--- config.mk ---
export PLATFORM = sky130hd
export DESIGN_NAME = first_fit_heap_allocator
export DESIGN_NICKNAME = d
export VERILOG_FILES = /design/src/ffha_pkg.sv /design/src/ffha_hdr_ram.sv /design/src/first_fit_heap_allocator.sv
export SDC_FILE = /design/constraint.sdc
export NUM_CORES = 2
export LEC_CHECK = 0
export BUFFER_PORTS_ARGS = -buffer_cell sky130_fd_sc_hd__clkbuf_2
export CAP_MARGIN = 20
export CORE_AREA = 2 2 282 284
export CTS_CLUSTER_SIZE = 8
export DETAILED_ROUTE_END_ITERATION = 8
export DIE_AREA = 0 0 284 286
export PLACE_DENSITY = 0.77
export SLEW_MARGIN = 0
export SYNTH_ARGS = -nofsm -noshare
export SYNTH_HDL_FRONTEND = slang
export SYNTH_SLANG_ARGS = --single-unit
--- constraint.sdc ---
create_clock -name clk -period 12.5 [get_ports clk]
set_clock_uncertainty 0.05 [all_clocks]
set_input_delay 3.75 -clock clk [delete_from_list [all_inputs] [get_ports clk]]
set_output_delay 3.75 -clock clk [all_outputs]
set_load 0.005 [all_outputs]
--- src/ffha_pkg.sv ---
// Package for the first-fit heap allocator: sizes, field structs and state codes.
// Depends on nothing; every other file imports it.
package ffha_pkg;

    localparam int ArenaBytes  = 1024;
    localparam int HeaderBytes = 24;
    localparam int MaxBlocks   = ArenaBytes / HeaderBytes;
    localparam int IdxW        = $clog2(MaxBlocks + 1);
    localparam int OffW        = 11;
    localparam int SizeW       = 11;

    localparam logic [1:0] ST_GRANTED  = 2'd0;
    localparam logic [1:0] ST_NOMEM    = 2'd1;
    localparam logic [1:0] ST_RELEASED = 2'd2;
    localparam logic [1:0] ST_IGNORED  = 2'd3;

    localparam logic CMD_ALLOC   = 1'b0;
    localparam logic CMD_RELEASE = 1'b1;

    typedef struct packed {
        logic        command;
        logic [15:0] request_bytes;
        logic [10:0] release_offset;
    } in_item_t;

    typedef struct packed {
        logic [9:0] payload_offset;
        logic [1:0] status;
    } out_item_t;

    // One block header as held in the header memory.
    typedef struct packed {
        logic [OffW-1:0]  offset;
        logic [SizeW-1:0] size;
        logic             is_free;
    } hdr_t;

    typedef enum logic [3:0] {
        S_IDLE,
        S_SCAN_RD,
        S_SCAN_CHK,
        S_SPLIT_RD,
        S_SPLIT_WR,
        S_MRG_START,
        S_MRG_LOAD,
        S_MRG_RD,
        S_MRG_CHK,
        S_MRG_SH_RD,
        S_MRG_SH_WR,
        S_DONE
    } state_t;

endpackage

--- src/ffha_hdr_ram.sv ---
// Header memory: one write port, one read port, registered read data.
// Depends on ffha_pkg.
module ffha_hdr_ram (
    input  logic                       clk,
    input  logic                       we,
    input  logic [ffha_pkg::IdxW-1:0]  waddr,
    input  ffha_pkg::hdr_t             wdata,
    input  logic [ffha_pkg::IdxW-1:0]  raddr,
    output ffha_pkg::hdr_t             rdata
);
    import ffha_pkg::*;

    hdr_t mem [MaxBlocks];

    // Synchronous write and read.
    always_ff @(posedge clk)
    begin
        if (we)
        begin
            mem[waddr] <= wdata;
        end
        rdata <= mem[raddr];
    end
endmodule

--- src/first_fit_heap_allocator.sv ---
// Top level of the first-fit heap allocator: sequencer around the header memory.
// Depends on ffha_pkg and ffha_hdr_ram.
//
// Channel  | Direction | Payload     | Handshake
// in       | input     | in_item_t   | in_valid / in_stall
// out      | output    | out_item_t  | out_valid / out_stall
//
// The chain walk reads each header, then checks it. A split moves each later header
// up (read, then write), then writes the remainder; a release reloads entry zero,
// then checks each pair of neighbours and, on each merge, moves the later entries down.
// A DONE state loads the result; the header table holds at most 42 headers.
// Reset leaves one free block at entry zero and a count of one (entry zero is forced
// until first written, so no clearing pass is needed). A waiting result blocks input.
module first_fit_heap_allocator (
    input  logic                clk,
    input  logic                rst_n,
    input  logic                in_valid,
    output logic                in_stall,
    input  ffha_pkg::in_item_t  in_data,
    output logic                out_valid,
    input  logic                out_stall,
    output ffha_pkg::out_item_t out_data
);
    import ffha_pkg::*;

    state_t state_reg, state_next;
    logic [IdxW-1:0] cnt_reg, cnt_next;
    logic [IdxW-1:0] idx_reg, idx_next;
    logic [IdxW-1:0] j_reg, j_next;
    logic [16:0] need_reg, need_next;
    logic        cmd_reg, cmd_next;
    logic [OffW-1:0] rel_reg, rel_next;
    hdr_t        cur_reg, cur_next;
    logic        init_reg, init_next;
    logic        ov_reg, ov_next;
    out_item_t   od_reg, od_next;
    logic [IdxW-1:0] raddr_reg;

    logic            we;
    logic [IdxW-1:0] waddr, raddr;
    hdr_t            wdata, rdata, rd;

    logic [17:0] split_lim;
    logic        fit_hit, fit_exact, fit_split, rel_hit, mrg_hit;

    ffha_hdr_ram u_ram (
        .clk   (clk),
        .we    (we),
        .waddr (waddr),
        .wdata (wdata),
        .raddr (raddr),
        .rdata (rdata)
    );

    // Address of the read whose data is on rdata now.
    always_ff @(posedge clk)
    begin
        raddr_reg <= raddr;
    end

    // Entry zero reads as the whole free arena until first written.
    always_comb
    begin
        rd = rdata;
        if (init_reg && (raddr_reg == '0))
        begin
            rd.offset  = '0;
            rd.size    = SizeW'(ArenaBytes - HeaderBytes);
            rd.is_free = 1'b1;
        end
    end

    assign in_stall  = (state_reg != S_IDLE) || ov_reg;
    assign out_valid = ov_reg;
    assign out_data  = od_reg;

    // Decisions on the header just read.
    assign split_lim = {1'b0, need_reg} + 18'(HeaderBytes);
    assign fit_hit   = rd.is_free && (17'(rd.size) >= need_reg);
    assign fit_exact = (17'(rd.size) == need_reg);
    assign fit_split = (18'(rd.size) > split_lim) && (cnt_reg < IdxW'(MaxBlocks));
    assign rel_hit   = (12'(rd.offset) + 12'(HeaderBytes)) == 12'(rel_reg);
    assign mrg_hit   = cur_reg.is_free && rd.is_free;

    // Registers.
    always_ff @(posedge clk or negedge rst_n)
    begin
        if (!rst_n)
        begin
            state_reg <= S_IDLE;
            cnt_reg   <= IdxW'(1);
            init_reg  <= 1'b1;
            ov_reg    <= 1'b0;
        end
        else
        begin
            state_reg <= state_next;
            cnt_reg   <= cnt_next;
            init_reg  <= init_next;
            ov_reg    <= ov_next;
        end
    end

    always_ff @(posedge clk)
    begin
        idx_reg  <= idx_next;
        j_reg    <= j_next;
        need_reg <= need_next;
        cmd_reg  <= cmd_next;
        rel_reg  <= rel_next;
        cur_reg  <= cur_next;
        od_reg   <= od_next;
    end

    // Next state.
    always_comb
    begin
        state_next = state_reg;
        unique case (state_reg)
            S_IDLE:
            begin
                if (in_valid && !in_stall)
                begin
                    state_next = S_SCAN_RD;
                end
            end
            S_SCAN_RD:
            begin
                state_next = (idx_reg >= cnt_reg) ? S_DONE : S_SCAN_CHK;
            end
            S_SCAN_CHK:
            begin
                if (cmd_reg == CMD_ALLOC)
                begin
                    if (fit_hit)
                    begin
                        if (!fit_exact && fit_split)
                        begin
                            state_next = S_SPLIT_RD;
                        end
                        else
                        begin
                            state_next = S_DONE;
                        end
                    end
                    else
                    begin
                        state_next = S_SCAN_RD;
                    end
                end
                else
                begin
                    state_next = rel_hit ? S_MRG_START : S_SCAN_RD;
                end
            end
            S_SPLIT_RD:
            begin
                state_next = S_SPLIT_WR;
            end
            S_SPLIT_WR:
            begin
                state_next = (j_reg == idx_reg + IdxW'(1)) ? S_DONE : S_SPLIT_RD;
            end
            S_MRG_START:
            begin
                state_next = S_MRG_LOAD;
            end
            S_MRG_LOAD:
            begin
                state_next = S_MRG_RD;
            end
            S_MRG_RD:
            begin
                state_next = (idx_reg + IdxW'(1) >= cnt_reg) ? S_DONE : S_MRG_CHK;
            end
            S_MRG_CHK:
            begin
                state_next = mrg_hit ? S_MRG_SH_RD : S_MRG_RD;
            end
            S_MRG_SH_RD:
            begin
                state_next = (j_reg >= cnt_reg) ? S_MRG_RD : S_MRG_SH_WR;
            end
            S_MRG_SH_WR:
            begin
                state_next = S_MRG_SH_RD;
            end
            S_DONE:
            begin
                state_next = S_IDLE;
            end
            default:
            begin
                state_next = S_IDLE;
            end
        endcase
    end

    // Datapath and memory control. Each state issues at most one read and one write.
    always_comb
    begin
        cnt_next  = cnt_reg;
        idx_next  = idx_reg;
        j_next    = j_reg;
        need_next = need_reg;
        cmd_next  = cmd_reg;
        rel_next  = rel_reg;
        cur_next  = cur_reg;
        init_next = init_reg;
        ov_next   = ov_reg && out_stall;
        od_next   = od_reg;
        we        = 1'b0;
        waddr     = idx_reg;
        wdata     = cur_reg;
        raddr     = idx_reg;
        unique case (state_reg)
            S_IDLE:
            begin
                if (in_valid && !in_stall)
                begin
                    cmd_next  = in_data.command;
                    need_next = ({1'b0, in_data.request_bytes} + 17'd3) & ~17'd3;
                    rel_next  = in_data.release_offset;
                    idx_next  = '0;
                    od_next   = '{payload_offset: '0, status: ST_NOMEM};
                    if (in_data.command == CMD_RELEASE)
                    begin
                        od_next.status = ST_IGNORED;
                    end
                end
            end
            S_SCAN_RD:
            begin
                raddr = idx_reg;
            end
            S_SCAN_CHK:
            begin
                idx_next = idx_reg + IdxW'(1);
                if (cmd_reg == CMD_ALLOC)
                begin
                    if (fit_hit)
                    begin
                        idx_next = idx_reg;
                        if (fit_exact)
                        begin
                            we             = 1'b1;
                            wdata          = rd;
                            wdata.is_free  = 1'b0;
                            od_next.status = ST_GRANTED;
                            od_next.payload_offset = 10'(rd.offset + OffW'(HeaderBytes));
                        end
                        else if (fit_split)
                        begin
                            // Granted part is written now; later headers move up next.
                            we             = 1'b1;
                            wdata.offset   = rd.offset;
                            wdata.size     = SizeW'(need_reg);
                            wdata.is_free  = 1'b0;
                            cur_next       = rd;
                            j_next         = cnt_reg;
                            od_next.status = ST_GRANTED;
                            od_next.payload_offset = 10'(rd.offset + OffW'(HeaderBytes));
                        end
                    end
                end
                else if (rel_hit)
                begin
                    we             = 1'b1;
                    wdata          = rd;
                    wdata.is_free  = 1'b1;
                    od_next.status = ST_RELEASED;
                    idx_next       = '0;
                end
            end
            S_SPLIT_RD:
            begin
                raddr = j_reg - IdxW'(1);
            end
            S_SPLIT_WR:
            begin
                we    = 1'b1;
                waddr = j_reg;
                if (j_reg == idx_reg + IdxW'(1))
                begin
                    // Remainder block behind the granted part.
                    wdata.offset  = cur_reg.offset + OffW'(HeaderBytes) + OffW'(need_reg);
                    wdata.size    = cur_reg.size - SizeW'(need_reg) - SizeW'(HeaderBytes);
                    wdata.is_free = 1'b1;
                    cnt_next      = cnt_reg + IdxW'(1);
                end
                else
                begin
                    wdata  = rd;
                    j_next = j_reg - IdxW'(1);
                end
            end
            S_MRG_START:
            begin
                raddr = '0;
            end
            S_MRG_LOAD:
            begin
                cur_next = rd;
            end
            S_MRG_RD:
            begin
                raddr = idx_reg + IdxW'(1);
            end
            S_MRG_CHK:
            begin
                if (mrg_hit)
                begin
                    cur_next.size = cur_reg.size + rd.size + SizeW'(HeaderBytes);
                    we            = 1'b1;
                    waddr         = idx_reg;
                    wdata.size    = cur_reg.size + rd.size + SizeW'(HeaderBytes);
                    j_next        = idx_reg + IdxW'(2);
                end
                else
                begin
                    cur_next = rd;
                    idx_next = idx_reg + IdxW'(1);
                end
            end
            S_MRG_SH_RD:
            begin
                raddr = j_reg;
                if (j_reg >= cnt_reg)
                begin
                    cnt_next = cnt_reg - IdxW'(1);
                end
            end
            S_MRG_SH_WR:
            begin
                we     = 1'b1;
                waddr  = j_reg - IdxW'(1);
                wdata  = rd;
                j_next = j_reg + IdxW'(1);
            end
            S_DONE:
            begin
                ov_next = 1'b1;
            end
            default:
            begin
                we = 1'b0;
            end
        endcase
        // The forced view of entry zero ends with its first write.
        if (we && (waddr == '0))
        begin
            init_next = 1'b0;
        end
    end
endmodule

# == Word-level counts from Yosys, hierarchy flattened ==
# Memories as Yosys holds them, arrays and structs flattened. A register that Yosys moved wholly into a read port is not among the register bits.
# Index checks and enable logic that the tools add are counted.
# classes
n_addsub,16
n_lt_le_gt_ge,6
eq_ne,29
mux,67
reduce_logical,29
# ops
cell,n
two-way mux 23 bit,11
two-way mux 6 bit,13
one-hot mux 23 bit (3 select lines),1
two-way mux 12 bit,4
one-hot mux 6 bit (4 select lines),2
one-hot mux 11 bit (4 select lines),1
one-hot mux 4 bit (11 select lines),1
two-way mux 11 bit,3
one-hot mux 11 bit (3 select lines),1
two-way mux 4 bit,8
one-hot mux 12 bit (2 select lines),1
one-hot mux 6 bit (2 select lines),2
adder 11 bit,2
"adder 11 x 5 -> 11 bit, second input constant",2
"!= test 2 bit, second input constant",10
"adder 17 x 5 -> 18 bit, second input constant",1
"adder 6 x 1 -> 6 bit, second input constant",3
greater-or-equal comparator 6 bit,3
> comparator 11 x 18 -> 1 bit,1
one-hot mux 6 bit (3 select lines),1
"adder 16 x 2 -> 17 bit, second input constant",1
== test 11 x 17 -> 1 bit,1
greater-or-equal comparator 11 x 17 -> 1 bit,1
"== test 4 x 3 -> 1 bit, second input constant",4
other kinds (34),69
# word_totals
reg_bits,92
ramBits,966
output_inout_bits,14
n_memories,1
# mem_list
memory,words,width,read_ports,rd_clocked_by_memory_dff,write_ports,line,text
u_ram.mem,42,23,1,1,1,ffha_hdr_ram.sv:13,hdr_t mem [MaxBlocks];

# == Depth between registers and ports, before layout ==
# logic_depth
ltp_word,12
mapped_depth,16
mapped_depth_nobuf,15

# == Cells and area by module ==
# A second synthesis with hierarchy kept.
# hier_totals
hier_cells,2965
area_unflattened_um2,47553.1
# by_module_without_submodules
mod,n_inst,cells_per_inst,area_each_um2,seq_area_each_um2
ffha_hdr_ram,1,1969,38673.3,29468.3
first_fit_heap_allocator,1,996,8879.8,2645.0

# == Worst setup path after synthesis ==
# Ideal clock, no wire load.
# synth_timing
path_type,in2reg
start,input port in_valid
end,register idx_reg[0] (enable)
setup_time_ps,388
arrival_ps,5574
required_time_ps,12062
slack_ps,6488
stages,4
path_cell_list,nor2b_1 > and3_1 > o31ai_1 > nor4b_1
# synth_via
elab_chain_cells,3
# synth_lines
item,line,text
"start, declared",first_fit_heap_allocator.sv:17,"input logic in_valid,"
logical AND 1 bit,first_fit_heap_allocator.sv:219,if (in_valid && !in_stall)
!= test 2 bit (no line),n/a,
AND reduction 4 bit (no line),n/a,
"end signal, assigned",first_fit_heap_allocator.sv:106,idx_reg <= idx_next;
"end, declared",first_fit_heap_allocator.sv:28,"logic [IdxW-1:0] idx_reg, idx_next;"
# No other way between the ends.
# A chain may end at the register's enable or synchronous reset.

# == Final worst setup path ==
# layout_timing
start,register state_reg[2]
end,output port in_stall
# layout_via
elab_chain_cells,2
# layout_lines
item,line,text
"start, declared",first_fit_heap_allocator.sv:26,"state_t state_reg, state_next;"
"start signal, assigned",first_fit_heap_allocator.sv:97,state_reg <= state_next;
nonzero test 4 bit,first_fit_heap_allocator.sv:73,assign in_stall = (state_reg != S_IDLE) || ov_reg;
logical OR 1 bit,first_fit_heap_allocator.sv:73,
"end, declared",first_fit_heap_allocator.sv:18,"output logic in_stall,"
# No other way between the ends.

==> results.sh <==
export IMPL_rr_startpoint="need_reg[4]"
export IMPL_drc_errors=0
export IMPL_max_clock_freq_ghz=0.159
export IMPL_root_buffer="clkbuf_16"
export IMPL_ff2ff_path_depth=15
export IMPL_die_area_um2=81200
export IMPL_hpwl_um=76300
export IMPL_synth_fa_ha_area_frac=0.0264
export IMPL_arrival_ps=2500
export IMPL_ff_latch_area_um2=32100
export IMPL_dr_pass1_iters=6
export IMPL_synth_simple_gate_area_share=0.116
export IMPL_clk_transition_reported_paths_ps=50
export IMPL_synth_area_per_cell_um2=13.2
export IMPL_grt_start_max_net_pins=164
export IMPL_place_area_um2=49200
export IMPL_synth_area_leaders="edfxtp_1 66%, nand2_1 5.7%, ha_1 2.5%"
export IMPL_clk_latency_ps=740
export IMPL_muxShareOfSynthArea=0.0333
export IMPL_ir_worst_vdd_v=0.000250
export IMPL_required_ps=8700
export IMPL_ioPinCount=46
export IMPL_hold_end="init_reg"
export IMPL_critPathCaptureType="primary output"
export IMPL_multiInputGateArea_um2=14400
export IMPL_power_total_w=0.0160
export IMPL_reg2reg_to="u_ram.mem[19][0]"
export IMPL_fin_crit_ps=6300
export IMPL_cts_hold_buffers=0
export IMPL_largest_register_ffs=966
export IMPL_relSlewSlack=0.216
export IMPL_drv_slew=0
export IMPL_start_util=0.604
export IMPL_finalSetupTns_ps=0
export IMPL_grt_pass1_vias=31200
export IMPL_grt_pass1_wl_um=196000
export IMPL_period_share=0.504
export IMPL_syn_inst=3581
export IMPL_max_slew_worst_pin_slew_ps=1170
export IMPL_worstHoldStart="init_reg"
export IMPL_timing_max_cap_violations=0
export IMPL_startpoint="state_reg[2]"
export IMPL_synthFlopType="edfxtp_1"
export IMPL_ys_ff_latch=1081
export IMPL_cts_setup_buffers=0
export IMPL_wl_per_cell_um=27.8
export IMPL_yosysWarnings=0
export IMPL_cts_htree_levels=4
export IMPL_async_reset_ff_frac=0.0111
export IMPL_cts_inserted_buffers=153
export IMPL_synth_xor_area_frac=0.0156
export IMPL_io_buffers=45
export IMPL_cts_repair_resized=0
export IMPL_vias=32200
export IMPL_hp_class="reg -> reg"
export IMPL_r2r_slack_ps=6480
export IMPL_placementRows=103
export IMPL_p_leak_nw=18.7
export IMPL_area_growth_pct=13.6
export IMPL_core_um2=78400
export IMPL_final_cell_area_um2=53800
export IMPL_synth_compound_area_frac=0.105
export IMPL_hold_viol=0
export IMPL_postRouteAntennaNets=0
export IMPL_drive_gt1_frac=0.123
export IMPL_track_usage=0.326
export IMPL_cts_num_sinks=1081
export IMPL_path_max_fanout=24
export IMPL_synth_nets=3711
export IMPL_grt_remaining_overflow=0
export IMPL_clock_path_buffers=3
export IMPL_dpl_worst_slack_ps=6020
export IMPL_ys_seq_area_frac=0.679
export IMPL_yosysTopAreaCell="edfxtp_1"
export IMPL_wl_um=133000
export IMPL_outcome="completed"
export IMPL_ys_types=91
export IMPL_holdPathStages=1
export IMPL_die_w_um=284
export IMPL_setup_ws_ps=6200
export IMPL_rsz0062_at_grt="no"
export IMPL_worst_setup_path_type="reg -> out"
export IMPL_gp_congestion=0.947
export IMPL_powerDensity_nw_per_um2=298
export IMPL_fin_nets=3797
export IMPL_first_iter_violations=5158
export IMPL_synth_top_family_by_area="simple AND/OR/NAND/NOR gates"
export IMPL_synth_top_area_share=0.660
export IMPL_chipHeight_um=286
export IMPL_antenna_found_initial=7
export IMPL_synth_area_um2=47300
export IMPL_startpoint_type="register"
export IMPL_finalSetupViolCount=0
export IMPL_viasPerCell=6.71
export IMPL_post_route_util=0.686
export IMPL_fill_cells=5171
export IMPL_synth_edff_count=1040
export IMPL_cts_tree="yes"
[worst max-delay path, cell delays in order (launching register included)]
cell,delay [ps]
dfrtp_1,660
nor2_1,360
nand2_1,290
or2_2,350
clkbuf_2,110
[per-layer routing]
| metal | wire [um] | track usage |
|---|---|---|
| met5 | 40 | 0 |
| met4 | 8080 | 0.180 |
| met3 | 15900 | 0.0738 |
| met2 | 60800 | 0.501 |
| met1 | 48700 | 0.436 |
[cells in the final DEF (no fill, tap or decap), types with 52 or more instances in the layout]
master,instances
nand3_1,140
a21oi_1,216
edfxtp_1,1040
clkbuf_16,154
ha_1,95
and3_1,62
inv_1,87
buf_4,88
o21ai_0,52
nand2_1,724
nor2_1,70
clkbuf_1,61
mux2i_1,54
a311oi_1,93
[power breakdown]
group | switching, W | total, W | internal (W)
sequential | 0.000251 | 0.00518 | 0.00493
clock | 0.00152 | 0.00380 | 0.00228
combinational | 0.00492 | 0.00704 | 0.00212
[stage by stage]
step,std cells,hold WS [ps]
2_1_floorplan,3581,396
3_3_place_gp,4549,408
3_5_place_dp,4552,412
4_1_cts,4782,419
5_1_grt,4792,437
6_report,4797,415
[how the worst max path moves through the flow]
| stage | end | slack, ps |
|---|---|---|
| after global routing | in_stall | 6140 |
| after CTS | in_stall | 6230 |
| after global placement | idx_reg[0] | 6020 |
| after detailed placement | idx_reg[2] | 6020 |
| final | in_stall | 6200 |
| after floorplan | idx_reg[0] | 6490 |
[cell usage after synthesis, types with 28 or more instances]
library cell and number:
edfxtp_1 1040, nand2_1 724, a21oi_1 216, clkbuf_1 149, nand3_1 141, nor2_1 110
ha_1 95, a311oi_1 93, inv_1 87, and3_1 62, mux2i_1 54, o21ai_0 52
o31a_1 48, a32oi_1 47, mux4_2 45, xnor2_1 45, buf_2 40, nor3_1 31
dfxtp_1 29, nand2b_1 28
[layout make-up]
| type | count | share of cell area |
|---|---|---|
| Timing Repair Buffer | 148 | 0.0218 |
| Antenna cell | 5 | 0.000233 |
| Multi-Input combinational cell | 2192 | 0.268 |
| Clock inverter | 15 | 0.00601 |
| Tap cell | 1050 | 0.0244 |
| Inverter | 91 | 0.00659 |
| Clock buffer | 215 | 0.0759 |
| Sequential cell | 1081 | 0.597 |
[cells by family after synthesis]
family	after synthesis
AOI/OAI and AO/OA	696
xor gates and xnor gates	76
adders and majority gates	98
buffers and inverters	308
DFF	1081
muxes	101
and+or+nand+nor	1221
Note: power is estimated with default switching activity, not from simulation.
